### src/rtl/stack_machine_alu_core_macros.svh
// Assertion macros shared by the stack machine RTL.
// Expects clk and rst_n in the scope of the module that uses them.
`ifndef STACK_MACHINE_ALU_CORE_MACROS_SVH
`define STACK_MACHINE_ALU_CORE_MACROS_SVH
`ifndef NO_ASSERTIONS
`define SMAC_ASSERT(label, prop) \
  label: assert property (@(posedge clk) disable iff (!rst_n) prop) \
    else $error("smac assertion failed");
`define SMAC_ASSERT_NR(label, prop) \
  label: assert property (@(posedge clk) prop) \
    else $error("smac reset assertion failed");
`else
`define SMAC_ASSERT(label, prop)
`define SMAC_ASSERT_NR(label, prop)
`endif
`endif

### src/rtl/smac_pkg.sv
// Types and constants for the stack machine ALU core.
// No dependencies; used by smac_cell, smac_alu and stack_machine_alu_core.
`timescale 1ns / 1ps
`default_nettype none

package smac_pkg;

  localparam int WORD_W  = 64;
  localparam int HALF_W  = 32;
  localparam int IMM_W   = 32;
  localparam int MODE_W  = 4;
  localparam int DEPTH_W = 11;

  typedef logic [WORD_W-1:0] word_t;

  typedef enum logic [MODE_W-1:0] {
    OP_CONST = 4'd0,
    OP_ADD   = 4'd1,
    OP_SUB   = 4'd2,
    OP_SWAP  = 4'd3,
    OP_MUL   = 4'd4,
    OP_MAX   = 4'd5,
    OP_MIN   = 4'd6,
    OP_DIV   = 4'd7,
    OP_DUP   = 4'd8,
    OP_NEG   = 4'd9,
    OP_END   = 4'd10
  } opcode_t;

  typedef enum logic [1:0] {
    ST_OK        = 2'd0,
    ST_UNDERFLOW = 2'd1,
    ST_OVERFLOW  = 2'd2,
    ST_DIV_ZERO  = 2'd3
  } status_t;

  typedef enum logic [1:0] {
    CELL_HOLD,
    CELL_PUSH,
    CELL_POP
  } cell_op_t;

  typedef struct packed {
    cell_op_t op_top;
    cell_op_t op_second;
    cell_op_t op_rest;
  } cell_ctl_t;

  typedef struct packed {
    logic start;
    logic div;
  } alu_req_t;

  typedef struct packed {
    logic busy;
  } alu_rsp_t;

  typedef struct packed {
    logic [MODE_W-1:0]       mode;
    logic signed [IMM_W-1:0] value;
  } in_item_t;

  typedef struct packed {
    logic signed [WORD_W-1:0] top_value;
    logic [DEPTH_W-1:0]       depth;
    status_t                  status;
    logic                     halted;
  } out_item_t;

endpackage

`default_nettype wire

### src/rtl/smac_alu.sv
// Multi-cycle arithmetic unit: 64-bit wrapping multiply from 32x32 partial
// products, and signed restoring divide one quotient bit per cycle. Uses smac_pkg.
`timescale 1ns / 1ps
`default_nettype none

module smac_alu
  import smac_pkg::*;
(
  input  wire logic     clk,
  input  wire logic     rst_n,
  input  wire alu_req_t req,
  input  wire word_t    opa,
  input  wire word_t    opb,
  output alu_rsp_t      rsp,
  output word_t         result
);

  localparam int STEP_W = $clog2(WORD_W);
  localparam logic [STEP_W-1:0] MUL_LAST = STEP_W'(3);
  localparam logic [STEP_W-1:0] DIV_LAST = STEP_W'(WORD_W - 1);

  typedef enum logic [1:0] {A_IDLE, A_MUL, A_DIV, A_FIX} astate_t;

  astate_t             state_r;
  logic [STEP_W-1:0]   step_r;
  word_t               mula_r, mulb_r, acc_r, rem_r, dvsr_r;
  logic [WORD_W-1:0]   prod_r;
  logic                neg_r;

  logic [HALF_W-1:0]   mul_x, mul_y;
  logic [WORD_W-1:0]   prod_w;
  word_t               rem_sh, rem_sub, opa_abs, opb_abs;
  logic                take;

  assign mul_x   = (step_r == STEP_W'(2)) ? mula_r[WORD_W-1:HALF_W] : mula_r[HALF_W-1:0];
  assign mul_y   = (step_r == STEP_W'(1)) ? mulb_r[WORD_W-1:HALF_W] : mulb_r[HALF_W-1:0];
  assign prod_w  = WORD_W'(mul_x) * WORD_W'(mul_y);

  assign rem_sh  = {rem_r[WORD_W-2:0], acc_r[WORD_W-1]};
  assign take    = (rem_sh >= dvsr_r);
  assign rem_sub = rem_sh - dvsr_r;
  assign opa_abs = opa[WORD_W-1] ? (~opa + WORD_W'(1)) : opa;
  assign opb_abs = opb[WORD_W-1] ? (~opb + WORD_W'(1)) : opb;

  always_ff @(posedge clk) begin
    if (!rst_n) begin
      state_r <= A_IDLE;
      step_r  <= '0;
    end else begin
      unique case (state_r)
        A_IDLE: begin
          step_r <= '0;
          if (req.start) begin
            state_r <= req.div ? A_DIV : A_MUL;
          end
        end
        A_MUL: begin
          step_r <= step_r + STEP_W'(1);
          if (step_r == MUL_LAST) begin
            state_r <= A_IDLE;
          end
        end
        A_DIV: begin
          step_r <= step_r + STEP_W'(1);
          if (step_r == DIV_LAST) begin
            state_r <= A_FIX;
          end
        end
        default: begin
          state_r <= A_IDLE;
        end
      endcase
    end
  end

  always_ff @(posedge clk) begin
    unique case (state_r)
      A_IDLE: begin
        if (req.start && req.div) begin
          acc_r  <= opa_abs;
          rem_r  <= '0;
          dvsr_r <= opb_abs;
          neg_r  <= opa[WORD_W-1] ^ opb[WORD_W-1];
        end else if (req.start) begin
          mula_r <= opa;
          mulb_r <= opb;
        end
      end
      A_MUL: begin
        if (step_r != MUL_LAST) begin
          prod_r <= prod_w;
        end
        if (step_r == STEP_W'(1)) begin
          acc_r <= prod_r;
        end else if (step_r != STEP_W'(0)) begin
          acc_r <= acc_r + {prod_r[HALF_W-1:0], {HALF_W{1'b0}}};
        end
      end
      A_DIV: begin
        rem_r <= take ? rem_sub : rem_sh;
        acc_r <= {acc_r[WORD_W-2:0], take};
      end
      default: begin
        if (neg_r) begin
          acc_r <= ~acc_r + WORD_W'(1);
        end
      end
    endcase
  end

  assign rsp.busy = (state_r != A_IDLE);
  assign result   = acc_r;

endmodule

`default_nettype wire

### config.mk
export PLATFORM = sky130hd
export DESIGN_NAME = smac_alu
export DESIGN_NICKNAME = d
export VERILOG_FILES = /design/src/rtl/stack_machine_alu_core_macros.svh /design/src/rtl/smac_pkg.sv /design/src/rtl/smac_alu.sv
export SDC_FILE = /design/constraint.sdc
export NUM_CORES = 2
export LEC_CHECK = 0
export BUFFER_PORTS_ARGS = -buffer_cell sky130_fd_sc_hd__buf_2
export CAP_MARGIN = 20
export CORE_UTILIZATION = 25
export CTS_CLUSTER_DIAMETER = 80
export DETAILED_ROUTE_END_ITERATION = 8
export PLACE_DENSITY = 0.49
export SYNTH_ARGS = -nofsm -noshare
export SYNTH_HDL_FRONTEND = slang
export SYNTH_SLANG_ARGS = --single-unit
### constraint.sdc
create_clock -name clk -period 24 [get_ports clk]
set_input_delay 3.6 -clock clk [delete_from_list [all_inputs] [get_ports clk]]
set_output_delay 3.6 -clock clk [all_outputs]
set_load 0.01 [all_outputs]
======== Yosys cells after proc, flatten, opt, wreduce, memory -nomap -nowiden ========
Index checks and enable logic that the tools add are counted.
word-level totals
  output and inout port bits .............. 65
  input bits .............................. 132
  register bits after elaboration ......... 392
cells by class
  multiply operators ...................... 1
  reductions and logical operators ........ 14
  equality and inequality tests ........... 12
  muxes and demuxes ....................... 18
  bitwise gates (word level) .............. 5
  add/sub/neg operators ................... 6
  magnitude comparators ................... 1
operators with widths
  cell                     count
  $mux W64                 5
  $add A64 B1 Y64 const B  3
  $not A64 Y64             3
  $pmux W64 S3             1
  $mux W63                 3
  $pmux W63 S2             1
  $add A64 B64 Y64         1
  $ge A64 B64 Y1           1
  $mul A32 B32 Y64         1
  $mux W32                 2
  $sub A63 B63 Y63         1
  $eq A6 B2 Y1 const B     2
  $pmux W6 S2              1
  $reduce_and A3 Y1        3
  $mux W2                  4
  $ne A2 B2 Y1 const B     4
  $add A6 B1 Y6 const B    1
  $eq A6 B1 Y1 const B     1
  $eq A6 B6 Y1 const B     1
  $ne A6 B2 Y1 const B     1
  $pmux W2 S3              1
  $reduce_and A2 Y1        3
  $reduce_bool A2 Y1       3
  $reduce_bool A6 Y1       1
  other kinds (9)          9

======== Logic depth before layout (Yosys ltp) ========
  depth in word-level cells ............... 5
  gate-level depth with buffers ........... 35

======== Least setup slack after synthesis ========
OpenSTA, ideal clock, no wires.
  kind .................................... input-to-reg
  start ................................... input port req[1] (netlist name)
  end ..................................... register mula_r[0], enable pin
  setup slack ............................. 14.407 ns
  path buffers ............................ 0
  library setup time ...................... 0.616 ns
  data arrival time ....................... 8.976 ns
  cell stages on the path ................. 2
  data required time ...................... 23.384 ns
  path through ............................ nand2_1 -> nor2_1
on the way
  longest elaborated chain between the ends .. 3
RTL lines
  element                        RTL line        RTL
  from (decl)                    smac_alu.sv:11  input wire alu_req_t req,
  $logic_and A1 B1 Y1            smac_alu.sv:79  if (req.start && req.div) begin
  $not A1 Y1 (no line)           n/a
  $reduce_and A3 Y1 (no line) *  n/a
  to (signal assigned)           smac_alu.sv:85  mula_r <= opa;
  to (decl)                      smac_alu.sv:26  word_t mula_r, mulb_r, acc_r, rem_r, dvsr_r;
Mark *: on every way between the ends. The rest lies on a longest branch, timed or not.
A chain may end at the register's enable or synchronous reset.

======== Worst setup path after layout ========
  start ................................... register step_r[5]
  end ..................................... register prod_r[62], data pin
on the way
  longest elaborated chain between the ends .. 3
  elaborated cells between the ends (all ways) .. 5
  classes of those cells .................. mul: 1; eq/ne: 2; mux: 2
RTL lines
  element                                              RTL line                        RTL
  from (decl)                                          smac_alu.sv:25                  logic [STEP_W-1:0] step_r;
  from (signal assigned)                               smac_alu.sv:58                  step_r <= step_r + STEP_W'(1);
  from (signal assigned)                               smac_alu.sv:64                  step_r <= step_r + STEP_W'(1);
  $eq A6 B2 Y1 / $eq A6 B1 Y1 (equally long branches)  smac_alu.sv:35, smac_alu.sv:36
  $mux W32, on equally long branches                   smac_alu.sv:35, smac_alu.sv:36
  $mul A32 B32 Y64 *                                   smac_alu.sv:37                  assign prod_w = WORD_W'(mul_x) * WORD_W'(mul_y);
  named net prod_w[62]                                 smac_alu.sv:31                  logic [WORD_W-1:0] prod_w;
  to (signal assigned)                                 smac_alu.sv:91                  prod_r <= prod_w;
  to (decl)                                            smac_alu.sv:27                  logic [WORD_W-1:0] prod_r;
The timed path passes the listed nets; every way through them passes the cells marked *.

==> impl_metrics.json <==
{
  "crit_arrival_ns": 11.73,
  "relSlewSlack_pct": 27.5,
  "fin_crit_ns": 11.36,
  "fillers": 24092,
  "overflow": 0,
  "cts_setup_buffers": 0,
  "final_cell_mix": "inv_1 (966), fa_1 (898), nor2_1 (775)",
  "drt_wl_total_mm": 215,
  "grt_max_degree": 86,
  "start_util_pct": 25.2,
  "yosysUniqueCellTypes": 90,
  "synth.avg_cell_area_um2": 9.32,
  "hold_viol": 0,
  "core_area_um2": 226000,
  "startpoint_type": "flip-flop",
  "cp_slowest_cell": "mux2i_2",
  "slowest_delay_ns": 0.96,
  "grt_pass1_wl_mm": 318,
  "die-area_um2": 229000,
  "gp_congestion": 0.916,
  "fmax_ghz": 0.0880,
  "async_flop_share_pct": 0,
  "placement.io_buffers": 196,
  "hold_ws_ns": 0.567,
  "fin_nets": 7560,
  "required_ns": 24.37,
  "drv_slew": 0,
  "synthTopCellsByArea": "fa_1 (32%), edfxtp_1 (20%), ha_1 (8.1%)",
  "cp_max_fo": 45,
  "cts_root_buf": "clkbuf_16",
  "io_pins": 197,
  "cts_max_level": 2,
  "clk_pin_slew_ns": 0.06,
  "cts.repair.resized": 0,
  "worst-setup-path-type": "flip-flop to flip-flop",
  "area_growth_pct": 11.2,
  "dr.pass1.iters": 8,
  "synth_top_area_share_pct": 31.6,
  "synthFlopType": "edfxtp_1",
  "cts_buffers": 48,
  "synth_top_cell_by_area": "fa_1",
  "ys_warn_count": 0,
  "tritoncts": "yes",
  "grt_usage_pct": 18.6,
  "ant_nets": 0,
  "vias_per_cell": 4.98,
  "drc": 0,
  "ctsHoldBuffers": 0,
  "vias": 45849,
  "fin_skew_ns": 0.0528,
  "die_height_um": 479,
  "synth-seq-area-share_pct": 20.6,
  "layout_commonest_cell": "inv_1",
  "final_layout_size_suffix_gt1_share_pct": 8.12,
  "maxCapViolCount": 0,
  "synth_seq_cells": 392,
  "synth_edf_count": 384,
  "grt_pass1_vias": 46799,
  "cp-end-kind": "flip-flop",
  "holdCritPathClass": "flip-flop to flip-flop",
  "hpwlAfterDp_mm": 171,
  "rsz0062_at_grt": "no",
  "synth_area_um2": 56900,
  "setup_viol": 0,
  "syn_nets": 7505,
  "clock_path_buffers": 3,
  "synthesis.instances": 6106,
  "cpMostUsedCell": "fa_1",
  "die_w_um": 479,
  "clock_sinks": 392,
  "reg2reg_slack_ns": 12.64,
  "status": "completed",
  "final.period_utilization_pct": 47.3,
  "rows": 174,
  "tightestPinTransition_ns": 1.07,
  "clk_latency_ns": 0.65,
  "drt-wirelength-per-cell_um": 23.3,
  "drt_iter0_drc": 4138,
  "antenna_found_initial": 22,
  "tns_ns": 0
}
critical path, delay by kind of cell, from the launching register on:
| kind | cells | cell delay [ns] |
|---|---|---|
| buf+inv | 5 | 0.89 |
| flops | 1 | 0.34 |
| fa+ha+maj | 9 | 4.41 |
| compound gates | 8 | 1.91 |
| simple gates | 4 | 2.25 |
| mux | 1 | 0.96 |
| xor+xnor | 1 | 0.16 |
stage by stage:
stage / worst slack (ns) / utilization, % / instance area (um^2) / cells
detailed placement: 12.72 / 27.3 / 61600 / 9102
finish: 12.64 / 28.0 / 63200 / 9206
global placement: 12.80 / 27.3 / 61600 / 9099
CTS: 12.69 / 28.0 / 63200 / 9189
global route: 12.20 / 28.0 / 63200 / 9199
floorplan: 14.41 / - / 56900 / 6106
state kept, by name, summed over array words and instances (netlist names), named ones only:
name,count
prod_r,64
step_r,6
result,63
mulb_r,64
rem_r,63
mula_r,64
neg_r,1
state_r,2
dvsr_r,64
cell type report:
type / instances / area (um^2) / area share (%)
multi-input combinational: 4468 / 40900 / 64.7
sequential: 392 / 11700 / 18.5
tap: 2992 / 3740 / 5.92
inverter: 968 / 3630 / 5.75
timing repair buffer: 283 / 1680 / 2.66
clock buffer: 56 / 1270 / 2.01
clock inverter: 31 / 293 / 0.463
antenna: 16 / 40.0 / 0.0633
per-layer routing:
layer	routed length (um)	up-vias	global-route usage [%]
li1	-	19955	-
met2	96000	1815	28.9
met3	16700	289	2.97
met4	5970	12	4.78
met5	81	-	0
met1	95800	23778	26.6
cells in the mapped netlist (23+ instances only):
library cell / number
nand4_1: 40
a211oi_1: 25
a222oi_1: 37
o21bai_1: 40
fa_1: 898
a21oi_1: 217
xnor2_1: 228
ha_1: 369
o21ai_0: 190
nor2_1: 777
clkbuf_1: 252
nor2b_1: 23
edfxtp_1: 384
inv_1: 967
o31ai_1: 48
a31oi_1: 29
a21o_1: 89
nand2_1: 748
mux2_2: 33
nor3_1: 61
nand2b_1: 25
nand3_1: 46
or3_1: 47
xor2_1: 80
mux2i_1: 111
worst paths after layout:
check | start | to | depth (start not counted)
worst max-delay path | step_r[5] | prod_r[62] | 28
worst max register to register | step_r[5] | prod_r[62] | 28
worst min register to register | state_r[1] | state_r[1] | 2
worst min-delay path | state_r[1] | state_r[1] | 2
logic make-up after synthesis:
group | count (synthesis) | share of synthesized area, %
XOR/XNOR | 308 | 4.74
AND/OR/NAND/NOR | 1906 | 14.4
AO/OA/AOI/OAI | 842 | 9.73
buffers and inverters | 1246 | 8.26
adder cells (fa/ha/maj) | 1267 | 39.7
flip-flops | 392 | 20.6
multiplexers | 145 | 2.63
Power is left out: the tool's default activity adds up to more than one toggle a clock period on the data nets, which glitch-free logic cannot reach.
